File: src/ptt_pkg.sv
// Shared types, codes and sizes for the periodic task timer table.
`default_nettype none

package ptt_pkg;

    localparam int NUM_SLOTS = 16;
    localparam int IDX_W     = $clog2(NUM_SLOTS);

    localparam int CMD_W     = 4;
    localparam int SLOT_W    = 4;
    localparam int MS_W      = 32;
    localparam int RPT_W     = 16;
    localparam int CNT_W     = 15;
    localparam int EL_W      = 16;
    localparam int STATUS_W  = 2;

    // command codes
    localparam logic [CMD_W-1:0] CMD_TICK    = 4'd0;
    localparam logic [CMD_W-1:0] CMD_CREATE  = 4'd1;
    localparam logic [CMD_W-1:0] CMD_DELETE  = 4'd2;
    localparam logic [CMD_W-1:0] CMD_PAUSE   = 4'd3;
    localparam logic [CMD_W-1:0] CMD_RESUME  = 4'd4;
    localparam logic [CMD_W-1:0] CMD_READY   = 4'd5;
    localparam logic [CMD_W-1:0] CMD_RST_TIM = 4'd6;
    localparam logic [CMD_W-1:0] CMD_SET_PER = 4'd7;
    localparam logic [CMD_W-1:0] CMD_SET_RPT = 4'd8;
    localparam logic [CMD_W-1:0] CMD_QUERY   = 4'd9;

    // status codes
    localparam logic [STATUS_W-1:0] ST_OK      = 2'd0;
    localparam logic [STATUS_W-1:0] ST_NACTIVE = 2'd1;
    localparam logic [STATUS_W-1:0] ST_FULL    = 2'd2;
    localparam logic [STATUS_W-1:0] ST_BADARG  = 2'd3;

    typedef struct packed {
        logic             paused;
        logic [CNT_W-1:0] repeat_cnt;
        logic [MS_W-1:0]  acc;
        logic [MS_W-1:0]  period;
    } slot_entry_t;

    typedef struct packed {
        logic             rd_en;
        logic [IDX_W-1:0] rd_addr;
        logic             we;
        logic [IDX_W-1:0] wr_addr;
        slot_entry_t      wr_data;
    } mem_req_t;

    typedef struct packed {
        logic [STATUS_W-1:0] status;
        logic [SLOT_W-1:0]   result_slot;
        logic                fired;
        logic                finished;
        logic                present;
        logic [RPT_W-1:0]    repeat_value;
        logic [MS_W-1:0]     total;
        logic                last;
    } result_t;

    typedef struct packed {
        logic    valid;
        result_t res;
    } push_t;

endpackage

`default_nettype wire

File: src/ptt_slot_mem.sv
// Slot store: period, accumulator, repeat count and pause mark per slot.
`default_nettype none

module ptt_slot_mem (
    input  wire logic                aclk,
    input  wire ptt_pkg::mem_req_t   req_i,
    output ptt_pkg::slot_entry_t     rd_data_o
);

    ptt_pkg::slot_entry_t mem [ptt_pkg::NUM_SLOTS];
    ptt_pkg::slot_entry_t rd_data_reg;

    always_ff @(posedge aclk) begin
        if (req_i.we) begin
            mem[req_i.wr_addr] <= req_i.wr_data;
        end
        if (req_i.rd_en) begin
            rd_data_reg <= mem[req_i.rd_addr];
        end
    end

    assign rd_data_o = rd_data_reg;

endmodule

`default_nettype wire

File: src/ptt_ctrl.sv
// Command sequencer: decodes words, sweeps slots on tick, holds active bits.
`default_nettype none

module ptt_ctrl (
    input  wire logic                          aclk,
    input  wire logic                          aresetn,
    input  wire logic                          in_valid_i,
    output logic                               in_ready_o,
    input  wire logic [ptt_pkg::CMD_W-1:0]     cmd_i,
    input  wire logic [ptt_pkg::SLOT_W-1:0]    slot_i,
    input  wire logic [ptt_pkg::MS_W-1:0]      period_i,
    input  wire logic [ptt_pkg::RPT_W-1:0]     rpt_i,
    input  wire logic                          clr_i,
    input  wire logic [ptt_pkg::EL_W-1:0]      elapsed_i,
    output ptt_pkg::mem_req_t                  mem_req_o,
    input  wire ptt_pkg::slot_entry_t          rd_data_i,
    input  wire logic                          can_push_i,
    output ptt_pkg::push_t                     push_o
);

    typedef enum logic [3:0] {
        S_IDLE = 4'b0001,
        S_CMD  = 4'b0010,
        S_TICK = 4'b0100,
        S_RESP = 4'b1000
    } state_t;

    state_t                        state_reg, state_next;
    logic [ptt_pkg::CMD_W-1:0]     cmd_reg, cmd_next;
    logic [ptt_pkg::SLOT_W-1:0]    slot_reg, slot_next;
    logic [ptt_pkg::MS_W-1:0]      period_reg, period_next;
    logic [ptt_pkg::RPT_W-1:0]     rpt_reg, rpt_next;
    logic                          clr_reg, clr_next;
    logic [ptt_pkg::EL_W-1:0]      el_reg, el_next;
    logic [ptt_pkg::IDX_W-1:0]     idx_reg, idx_next;
    logic [ptt_pkg::NUM_SLOTS-1:0] active_reg, active_next;
    logic [ptt_pkg::MS_W-1:0]      total_reg, total_next;
    ptt_pkg::result_t              res_reg, res_next;
    logic                          pend_reg, pend_next;

    logic                          accept;
    logic [ptt_pkg::IDX_W-1:0]     slot_idx;
    logic                          slot_ok;
    logic                          free_found;
    logic [ptt_pkg::IDX_W-1:0]     free_idx;
    ptt_pkg::slot_entry_t          ent;
    logic                          live;
    logic [ptt_pkg::MS_W-1:0]      sum;
    logic                          fire;
    logic                          stall;
    logic [ptt_pkg::CNT_W-1:0]     rpt_dec;
    logic                          fin;
    ptt_pkg::result_t              empty_res;

    assign in_ready_o = (state_reg == S_IDLE);
    assign accept     = in_valid_i && in_ready_o;
    assign slot_idx   = ptt_pkg::IDX_W'(slot_i);
    assign slot_ok    = (int'(slot_i) < ptt_pkg::NUM_SLOTS) && active_reg[slot_idx];
    assign ent        = rd_data_i;

    // lowest free slot
    always_comb begin
        free_found = 1'b0;
        free_idx   = '0;
        for (int i = ptt_pkg::NUM_SLOTS - 1; i >= 0; i--) begin
            if (!active_reg[i]) begin
                free_found = 1'b1;
                free_idx   = ptt_pkg::IDX_W'(i);
            end
        end
    end

    // tick evaluation of the slot whose entry is on the read port
    assign live    = active_reg[idx_reg] && !ent.paused;
    assign sum     = ent.acc + ptt_pkg::MS_W'(el_reg);
    assign fire    = live && (sum >= ent.period);
    assign stall   = fire && pend_reg && !can_push_i;
    assign rpt_dec = ent.repeat_cnt - ptt_pkg::CNT_W'(1);
    assign fin     = fire && (ent.repeat_cnt != '0) && (rpt_dec == '0);

    always_comb begin
        empty_res        = '0;
        empty_res.status = ptt_pkg::ST_OK;
        empty_res.last   = 1'b1;
    end

    always_comb begin
        state_next  = state_reg;
        cmd_next    = cmd_reg;
        slot_next   = slot_reg;
        period_next = period_reg;
        rpt_next    = rpt_reg;
        clr_next    = clr_reg;
        el_next     = el_reg;
        idx_next    = idx_reg;
        active_next = active_reg;
        total_next  = total_reg;
        res_next    = res_reg;
        pend_next   = pend_reg;
        mem_req_o   = '0;
        push_o      = '0;

        unique case (state_reg)
            S_IDLE: begin
                if (accept) begin
                    cmd_next    = cmd_i;
                    slot_next   = slot_i;
                    period_next = period_i;
                    rpt_next    = rpt_i;
                    clr_next    = clr_i;
                    el_next     = elapsed_i;
                    res_next    = empty_res;
                    state_next  = S_RESP;
                    if (cmd_i == ptt_pkg::CMD_TICK) begin
                        total_next        = total_reg + ptt_pkg::MS_W'(elapsed_i);
                        idx_next          = '0;
                        pend_next         = 1'b0;
                        mem_req_o.rd_en   = 1'b1;
                        mem_req_o.rd_addr = '0;
                        state_next        = S_TICK;
                    end else if (cmd_i == ptt_pkg::CMD_CREATE) begin
                        if (free_found) begin
                            mem_req_o.we                 = 1'b1;
                            mem_req_o.wr_addr            = free_idx;
                            mem_req_o.wr_data.period     = period_i;
                            mem_req_o.wr_data.acc        = '0;
                            mem_req_o.wr_data.paused     = rpt_i[ptt_pkg::RPT_W-1];
                            // negative count: created paused, count stored as -n-1
                            mem_req_o.wr_data.repeat_cnt = rpt_i[ptt_pkg::RPT_W-1]
                                ? ~rpt_i[ptt_pkg::CNT_W-1:0] : rpt_i[ptt_pkg::CNT_W-1:0];
                            active_next[free_idx]        = 1'b1;
                            res_next.result_slot         = ptt_pkg::SLOT_W'(free_idx);
                        end else begin
                            res_next.status = ptt_pkg::ST_FULL;
                        end
                    end else if (cmd_i > ptt_pkg::CMD_QUERY) begin
                        res_next.status      = ptt_pkg::ST_BADARG;
                        res_next.result_slot = slot_i;
                    end else if (!slot_ok) begin
                        res_next.status      = ptt_pkg::ST_NACTIVE;
                        res_next.result_slot = slot_i;
                        if (cmd_i == ptt_pkg::CMD_QUERY) begin
                            res_next.repeat_value = '1;
                        end
                    end else if (cmd_i == ptt_pkg::CMD_DELETE) begin
                        active_next[slot_idx] = 1'b0;
                        res_next.result_slot  = slot_i;
                    end else begin
                        mem_req_o.rd_en   = 1'b1;
                        mem_req_o.rd_addr = slot_idx;
                        state_next        = S_CMD;
                    end
                end
            end

            S_CMD: begin
                mem_req_o.we         = 1'b1;
                mem_req_o.wr_addr    = ptt_pkg::IDX_W'(slot_reg);
                mem_req_o.wr_data    = ent;
                res_next.result_slot = slot_reg;
                state_next           = S_RESP;
                case (cmd_reg)
                    ptt_pkg::CMD_PAUSE:   mem_req_o.wr_data.paused = 1'b1;
                    ptt_pkg::CMD_RESUME:  mem_req_o.wr_data.paused = 1'b0;
                    ptt_pkg::CMD_READY: begin
                        mem_req_o.wr_data.acc = clr_reg ? ent.period : ent.acc + ent.period;
                    end
                    ptt_pkg::CMD_RST_TIM: mem_req_o.wr_data.acc = '0;
                    ptt_pkg::CMD_SET_PER: begin
                        mem_req_o.wr_data.acc    = '0;
                        mem_req_o.wr_data.period = period_reg;
                    end
                    ptt_pkg::CMD_SET_RPT: begin
                        if (rpt_reg[ptt_pkg::RPT_W-1]) begin
                            mem_req_o.we    = 1'b0;
                            res_next.status = ptt_pkg::ST_BADARG;
                        end else begin
                            mem_req_o.wr_data.repeat_cnt = rpt_reg[ptt_pkg::CNT_W-1:0];
                            mem_req_o.wr_data.paused     = 1'b0;
                        end
                    end
                    ptt_pkg::CMD_QUERY: begin
                        mem_req_o.we          = 1'b0;
                        res_next.present      = 1'b1;
                        res_next.repeat_value = ent.paused ? ~{1'b0, ent.repeat_cnt}
                                                           : {1'b0, ent.repeat_cnt};
                    end
                    default: mem_req_o.we = 1'b0;
                endcase
            end

            S_TICK: begin
                if (!stall) begin
                    if (live) begin
                        mem_req_o.we      = 1'b1;
                        mem_req_o.wr_addr = idx_reg;
                        mem_req_o.wr_data = ent;
                        mem_req_o.wr_data.acc = fire ? sum - ent.period : sum;
                        if (fire && ent.repeat_cnt != '0) begin
                            mem_req_o.wr_data.repeat_cnt = rpt_dec;
                        end
                    end
                    if (fin) begin
                        active_next[idx_reg] = 1'b0;
                    end
                    if (fire) begin
                        // the held firing is not the final one: send it with last low
                        push_o.valid         = pend_reg;
                        push_o.res           = res_reg;
                        push_o.res.last      = 1'b0;
                        push_o.res.total     = total_reg;
                        res_next             = empty_res;
                        res_next.result_slot = ptt_pkg::SLOT_W'(idx_reg);
                        res_next.fired       = 1'b1;
                        res_next.finished    = fin;
                        pend_next            = 1'b1;
                    end
                    if (idx_reg == ptt_pkg::IDX_W'(ptt_pkg::NUM_SLOTS - 1)) begin
                        state_next = S_RESP;
                    end else begin
                        idx_next          = idx_reg + ptt_pkg::IDX_W'(1);
                        mem_req_o.rd_en   = 1'b1;
                        mem_req_o.rd_addr = idx_reg + ptt_pkg::IDX_W'(1);
                    end
                end
            end

            S_RESP: begin
                if (can_push_i) begin
                    push_o.valid     = 1'b1;
                    push_o.res       = res_reg;
                    push_o.res.total = total_reg;
                    state_next       = S_IDLE;
                end
            end

            default: state_next = S_IDLE;
        endcase
    end

    always_ff @(posedge aclk) begin
        if (!aresetn) begin
            state_reg  <= S_IDLE;
            active_reg <= '0;
            total_reg  <= '0;
            pend_reg   <= 1'b0;
            idx_reg    <= '0;
        end else begin
            state_reg  <= state_next;
            active_reg <= active_next;
            total_reg  <= total_next;
            pend_reg   <= pend_next;
            idx_reg    <= idx_next;
        end
        cmd_reg    <= cmd_next;
        slot_reg   <= slot_next;
        period_reg <= period_next;
        rpt_reg    <= rpt_next;
        clr_reg    <= clr_next;
        el_reg     <= el_next;
        res_reg    <= res_next;
    end

    a_push_room: assert property (@(posedge aclk) disable iff (!aresetn)
        push_o.valid |-> can_push_i)
        else $error("result pushed into a full output stage");

    a_tick_enters_sweep: assert property (@(posedge aclk) disable iff (!aresetn)
        (accept && cmd_i == ptt_pkg::CMD_TICK) |=> (state_reg == S_TICK))
        else $error("tick did not start the slot sweep");

    a_no_rw_clash: assert property (@(posedge aclk) disable iff (!aresetn)
        (mem_req_o.we && mem_req_o.rd_en) |-> (mem_req_o.wr_addr != mem_req_o.rd_addr))
        else $error("read and write of the same slot in one cycle");

    a_sweep_push_not_last: assert property (@(posedge aclk) disable iff (!aresetn)
        (push_o.valid && state_reg == S_TICK) |-> (!push_o.res.last && push_o.res.fired))
        else $error("mid-sweep word must be a non-final firing");

endmodule

`default_nettype wire

File: src/periodic_task_timer_table.sv
// Top level: stream ports, output register, slot store and sequencer.
// Command path: create, delete and commands rejected at decode go from decode to the
// response state; slot read-modify-write commands pass the command state first.
// Tick: one slot per cycle through the slot store read port while no stall holds
// the sweep, over all 16 slots; one command is in flight at a time.
// A stalled result side holds the sweep only when a second firing is found.
// Reset (aresetn low, synchronous) clears the active bits and the elapsed total
// at once; slot entries are written on create and used only while active, no clearing pass.
`default_nettype none

module periodic_task_timer_table (
    input  wire logic        aclk,
    input  wire logic        aresetn,
    input  wire logic        s_tvalid,
    output logic             s_tready,
    // [3:0] slot, [35:4] period_ms, [51:36] repeat_count, [52] clear_count,
    // [68:53] elapsed_ms, [71:69] zero
    input  wire logic [71:0] s_tdata,
    // [3:0] command
    input  wire logic [3:0]  s_tuser,
    output logic             m_tvalid,
    input  wire logic        m_tready,
    // [1:0] status, [5:2] result_slot, [6] fired, [7] finished, [8] present,
    // [24:9] repeat_value, [56:25] total_elapsed_ms, [63:57] zero
    output logic [63:0]      m_tdata,
    output logic             m_tlast
);

    ptt_pkg::mem_req_t    mem_req;
    ptt_pkg::slot_entry_t rd_data;
    ptt_pkg::push_t       push;
    logic                 can_push;
    logic                 m_valid_reg;
    ptt_pkg::result_t     m_res_reg;

    ptt_slot_mem u_mem (
        .aclk      (aclk),
        .req_i     (mem_req),
        .rd_data_o (rd_data)
    );

    ptt_ctrl u_ctrl (
        .aclk       (aclk),
        .aresetn    (aresetn),
        .in_valid_i (s_tvalid),
        .in_ready_o (s_tready),
        .cmd_i      (s_tuser),
        .slot_i     (s_tdata[3:0]),
        .period_i   (s_tdata[35:4]),
        .rpt_i      (s_tdata[51:36]),
        .clr_i      (s_tdata[52]),
        .elapsed_i  (s_tdata[68:53]),
        .mem_req_o  (mem_req),
        .rd_data_i  (rd_data),
        .can_push_i (can_push),
        .push_o     (push)
    );

    assign can_push = !m_valid_reg || m_tready;

    always_ff @(posedge aclk) begin
        if (!aresetn) begin
            m_valid_reg <= 1'b0;
        end else if (can_push) begin
            m_valid_reg <= push.valid;
        end
        if (can_push && push.valid) begin
            m_res_reg <= push.res;
        end
    end

    assign m_tvalid = m_valid_reg;
    assign m_tlast  = m_res_reg.last;
    assign m_tdata  = {7'b0, m_res_reg.total, m_res_reg.repeat_value, m_res_reg.present,
                       m_res_reg.finished, m_res_reg.fired, m_res_reg.result_slot,
                       m_res_reg.status};

endmodule

`default_nettype wire
File: config.mk
export PLATFORM = sky130hd
export DESIGN_NAME = periodic_task_timer_table
export DESIGN_NICKNAME = d
export VERILOG_FILES = /design/src/ptt_pkg.sv /design/src/ptt_slot_mem.sv /design/src/ptt_ctrl.sv /design/src/periodic_task_timer_table.sv
export SDC_FILE = /design/constraint.sdc
export NUM_CORES = 2
export LEC_CHECK = 0
export BUFFER_PORTS_ARGS = -buffer_cell sky130_fd_sc_hd__buf_2
export CORE_UTILIZATION = 45
export CTS_CLUSTER_DIAMETER = 50
export DETAILED_ROUTE_END_ITERATION = 8
export SLEW_MARGIN = 5
export SYNTH_ARGS = -nofsm -noshare
export SYNTH_HDL_FRONTEND = slang
export SYNTH_SLANG_ARGS = --single-unit
File: constraint.sdc
create_clock -name aclk -period 12.5 [get_ports aclk]
set_clock_uncertainty 0.05 [all_clocks]
set_input_delay 1.25 -clock aclk [delete_from_list [all_inputs] [get_ports aclk]]
set_output_delay 1.25 -clock aclk [all_outputs]
set_load 0.1 [all_outputs]
Word level (Yosys, flattened, before mapping). Memories as Yosys holds them, arrays and structs flattened. A register that Yosys moved wholly into a read port is not among the register bits. Cells that the tools add are included. W data, S select, Z words.

Memory bits (writable): 1280. Memories: 1. Word-level logic and storage cells: 239. Bits of input ports: 80. Bits in registers: 215. Output and inout bits: 67.

Memory list: u_mem.mem (words 16, width 80, read ports 1, clocked after Yosys merged registers in 1, wr ports 1, line ptt_slot_mem.sv:10) `ptt_pkg::slot_entry_t mem [ptt_pkg::NUM_SLOTS];`.

Muxes and demuxes: 127. $lt $le $gt $ge: 8. Add/subtract/negate cells: 6. Bitwise operators: 7. Eq/ne operators: 31. Reduce and logical (&&, ||, !) cells: 32.

Operator list (number): $mux W85 (4); $mux W16 (16); $pmux W85 S3 (1); $mux W90 (2); $mux W59 (3); $mux W58 (3); $mux W4 (32); $pmux W59 S2 (1); $mux W32 (3); $add A32 B16 Y32 (2); $pmux W32 S2 (1); $pmux W17 S3 (1); $mux W15 (3); $add A32 B32 Y32 (1); $and A16 B16 Y16 (2); $ge A32 B32 Y1 (1); $not A16 Y16 (2); $pmux W16 S2 (1); $sub A32 B32 Y32 (1); $mux W5 (6); $mux W1 (29); $eq A4 B3 Y1 const B (5); $eq A4 B4 Y1 const B (5); $mux W6 (3); 40 further kinds (83).

Longest topological paths before layout.
Word-level depth: 26. Mapped depth: 27. Depth with buffers taken out: 22.

Modules after synthesis. Synthesis repeated with hierarchy kept, for this count alone.

Cell total of the unflattened synthesis: 3924. Area, all modules: 66884.1 µm².

Modules (own cells, without submodules): ptt_slot_mem (seq. area each 40839.2 µm², cells each 2054, area each 50223.2 µm², times used 1); ptt_ctrl (seq. area each 4083.9 µm², cells each 1799, area each 14805.4 µm², times used 1); periodic_task_timer_table (seq. area each 1761.7 µm², cells each 71, area each 1855.5 µm², times used 1).

Worst setup path before layout. Ideal clock, no wire load.

Path kind: register to register. Start point: register u_mem.rd_data_o[32] (netlist name). End point: memory u_mem.mem[2][0] (netlist bit), enable pin. Cell stages (with the launch flop): 23. Setup time: 519 ps. Period minus slack after synthesis: 8805 ps. Required time: 11931 ps. Path buffers: 1. Slack: 3695 ps. Data arrival time: 8235 ps. Cells stage by stage: edfxtp_1 -> ha_1 -> inv_1 -> fa_1 -> nor2b_1 -> o21ai_0 -> a21oi_1 -> o31ai_1 -> a211o_1 -> a31oi_1 -> nand3_1 -> xnor2_1 -> ha_1 -> and3_1 -> buf_2 -> and3_1 -> a22oi_1 -> and3_1 -> nand3_2 -> a21oi_1 -> a21oi_1 -> or3_1 -> nor2_1.

Cells in the longest elaborated chain, start to end: 9.

Ends and longest elaborated chain: $add A32 B16 Y32 * (line ptt_ctrl.sv:75) `assign sum = ent.acc + ptt_pkg::MS_W'(el_reg);`; $ge A32 B32 Y1 * (line ptt_ctrl.sv:76) `assign fire = live && (sum >= ent.period);`; $logic_and A1 B1 Y1 * (line ptt_ctrl.sv:76); $logic_and A1 B1 Y1 * (2 in series) (line ptt_ctrl.sv:77) `assign stall = fire && pend_reg && !can_push_i;`; $mux W90 * (line ptt_ctrl.sv:193) `if (!stall) begin`; $pmux W85 S3 * (line ptt_ctrl.sv:103) `unique case (state_reg)`; $mux W1 (line ptt_slot_mem.sv:14) `if (req_i.we) begin`; $mux W1 (not written as such) (line ptt_slot_mem.sv:15) `mem[req_i.wr_addr] <= req_i.wr_data;`; end: declaration (line ptt_slot_mem.sv:10).

Mark *: on every way between the ends. The rest lies on a longest branch, timed or not.

Worst setup path in the final report.
Start point: register u_mem.rd_data_o[33] (netlist name). End point: memory u_mem.mem[6][17] (netlist bit), enable pin.

Cells in the longest elaborated chain, start to end: 9.

Ends and longest elaborated chain (line): $add A32 B16 Y32 * (ptt_ctrl.sv:75); $ge A32 B32 Y1 * (ptt_ctrl.sv:76); $logic_and A1 B1 Y1 * (ptt_ctrl.sv:76); $logic_and A1 B1 Y1 * (2 in series) (ptt_ctrl.sv:77); $mux W90 * (ptt_ctrl.sv:193); $pmux W85 S3 * (ptt_ctrl.sv:103); $mux W1 (ptt_slot_mem.sv:14); $mux W1 (not written as such) (ptt_slot_mem.sv:15).

Marked as above.

==> impl_metrics.json <==
{
  "clk_pin_slew_ps": 60,
  "p_int_mw": 8.834,
  "rows": 141,
  "rsz0062_at_grt": "false",
  "cellPowerDensity_nw_per_um2": 149.0,
  "irDropWorstVdd_v": 0.0001223,
  "grt_pass1_vias": 41075,
  "end_kind": "flop",
  "min_path_type": "reg2reg",
  "clk_latency_ps": 850,
  "place_hpwl_um": 102400,
  "slew_viol_final": 0,
  "firstDrtPassIters": 5,
  "min_period_ps": 9005,
  "maxSlewHeadroom": 0.1339,
  "fin_crit_sh": 0.7204,
  "timing.fmax_ghz": 0.1110,
  "syn_area_um2": 67400,
  "arrival_ps": 9390,
  "p_sw_mw": 2.498,
  "gr-total-overflow": 0,
  "power_frac_comb": 0.038,
  "core_area_um2": 148200,
  "synth_area_leader_cell": "edfxtp_1",
  "grt_antenna_before_repair": 6,
  "largest_reg_flops": 1280,
  "worst-path-max-fanout": 46,
  "cp_slowest_cell": "a21oi_1",
  "path_cells": "ha_1, a211oi_1, nor4_1, nor3_1, a21oi_1, a311o_1, a21oi_1, nor3_1, xor2_1, ha_1, and3_1, and3_1, a22oi_1, and3_1, nand3_2, a21oi_1, a222oi_1, inv_1, nand4_1, nor2_4, buf_4, buf_4",
  "n_fill_cell": 12370,
  "routed_wl_um": 187600,
  "final_cell_mix": "1516 x edfxtp_1, 330 x nand2_1, 311 x nor2_1",
  "die_y_um": 389.0,
  "first_iter_violations": 4177,
  "yosysUniqueCellTypes": 93,
  "fin_cells": 6972,
  "grt_first_pass_wirelength_um": 274300,
  "synth_top_area_frac": 0.6754,
  "wl_per_cell_um": 26.90,
  "clockBufferDepth": 3,
  "layout.nets": 5090,
  "tightest_slew_ps": 1299,
  "grt_max_degree": 151,
  "vias_per_cell": 6.132,
  "initial_utilization": 0.4548,
  "worstSetupStartpointType": "flop",
  "setup_viol": 0,
  "drv_cap": 0,
  "vias": 42753,
  "dieArea_um2": 151300,
  "syn_inst": 4795,
  "slowest_delay_ps": 880,
  "tns_ps": 0,
  "grtUsageMet3": 0.03445,
  "postCtsSetupBuffers": 0,
  "busiest_layer": "met2",
  "syn_to_final_growth_pct": 12.82,
  "fp.dieW_um": 389.0,
  "gp_congestion": 0.8802,
  "seq_power_share": 0.512,
  "syn_avg_cell_area_um2": 14.06,
  "leakage_nw": 24.61,
  "grt_usage": 0.2436,
  "synth_seq_cells": 1574,
  "mostFrequentLayoutCell": "edfxtp_1",
  "cp_data_required_time_ps": 12890,
  "boundaryPins": 147,
  "status": "finished, final reports clean",
  "portBuffers": 136,
  "drt.antenna.violating_nets": 0,
  "cts-root-buf": "clkbuf_16",
  "synth_ff_type": "edfxtp_1",
  "pwr-share-clk": 0.450,
  "post_cts_resized": 0,
  "synth_edf_count": 1516,
  "crit_type": "reg2reg",
  "synthArstFlopShare": 0,
  "cts_buffers": 172,
  "ys.warnings.count": 0,
  "drc": 0,
  "top_register": "u_mem.mem",
  "p_sw_frac": 0.2204,
  "drive_gt1_frac": 0.1147,
  "hold_buffers": 0,
  "final_hold_viol_count": 0,
  "cts_htree_levels": 4,
  "gr-usage-met2": 0.3836,
  "cts.sinks": 1574,
  "dp_cells": 6660,
  "met1_usage": 0.3547,
  "seq_area_frac_synth": 0.6926,
  "cts_tree": "done",
  "synth.area.top_cells": "edfxtp_1 68%, mux2i_1 3.8%, o221ai_1 3.2%"
}
-- synth_stat cells (17+ instances only) --
cell and number:
a2111oi_0 43, a21oi_1 309, a22oi_1 37, a222oi_1 34, a21o_1 39, nand3_1 99, o21ai_0 123, nand2_1 331
nand2b_1 24, a31oi_1 65, inv_1 101, a211oi_1 28, o221ai_1 247, nor4b_1 42, nor3_1 47, clkbuf_1 167
edfxtp_1 1516, xnor2_1 75, nand4_1 23, o21a_1 24, and2_1 19, or4_1 83, mux2i_1 258, buf_1 20
nor2b_1 82, xor2_1 73, buf_2 94, nor2_1 331, and3_1 27, dfxtp_1 58, o22ai_1 27, o211ai_1 17
ha_1 102
-- kinds of logic (layout without fill, tap and decap cells) --
family / count (synthesis) / in the layout / synth area share
simple gates: 1180 / 1180 / 0.08623
xor+xnor: 148 / 148 / 0.01923
mux: 270 / 270 / 0.04138
compound gates: 1108 / 1108 / 0.1142
fa+ha+maj: 107 / 107 / 0.02027
flops: 1574 / 1574 / 0.6926
other cells: 1 / 8 / 0.00005564
buf+inv: 407 / 647 / 0.02604
-- worst max-delay path, delay by kind of cell, from the launching register on --
kind	cells	cell delay (ps)
and+or+nand+nor	9	2330
adders and majority gates	2	750
DFF	1	520
xor gates and xnor gates	1	210
AOI/OAI and AO/OA	7	3100
buffers and inverters	3	1580
-- metal layers --
layer  wire length (µm)  share of wire
met1              83660           0.45
met2              86600           0.46
met3              13740          0.073
met4               3528          0.019
met5                 20        0.00011
-- metrics by stage --
stage | total power [mW] | setup WS (ps) | hold WS (ps) | cell area [µm²] | util
final | 11.33 | 3495 | 413.0 | 76050 | 0.5132
after global routing | 11.64 | 3124 | 439.4 | 76040 | 0.5131
after CTS | 11.40 | 3535 | 416.4 | 76030 | 0.5131
after detailed placement | 6.335 | 3570 | 408.3 | 70270 | 0.4742
after global placement | 6.332 | 3538 | 406.5 | 70270 | 0.4742
after floorplan | 6.208 | 3695 | 394.0 | 67420 | -
-- layout make-up --
type	count	area, µm²	share of cell area
antenna	1	2.502	0.00003291
clock buffer	196	4436	0.05833
clock inverter	115	1325	0.01742
inverter	105	396.6	0.005216
multi-input combinational	2820	19240	0.2530
sequential	1574	46680	0.6139
tap	1930	2415	0.03175
timing repair buffer	231	1544	0.02030
-- worst paths after layout --
check	start	end	slack, ps	cells past startpoint
max reg2reg	u_mem.rd_data_o[33]	u_mem.mem[6][17]	3490	22
min	u_ctrl.total_reg[15]	u_ctrl.total_reg[15]	410	2
max	u_mem.rd_data_o[33]	u_mem.mem[6][17]	3490	22
min reg2reg	u_ctrl.total_reg[15]	u_ctrl.total_reg[15]	410	2
-- power groups by stage --
| stage | combinational, mW | sequential (mW) | clock (mW) |
|---|---|---|---|
| 6_report | 0.425 | 5.80 | 5.10 |
| 5_1_grt | 0.463 | 5.80 | 5.37 |
| 4_1_cts | 0.424 | 5.80 | 5.18 |
| 3_5_place_dp | 0.422 | 5.91 | 0 |
| 3_3_place_gp | 0.419 | 5.91 | 0 |
| 2_1_floorplan | 0.273 | 5.93 | 0 |
Power figures use the tool's default switching activity.
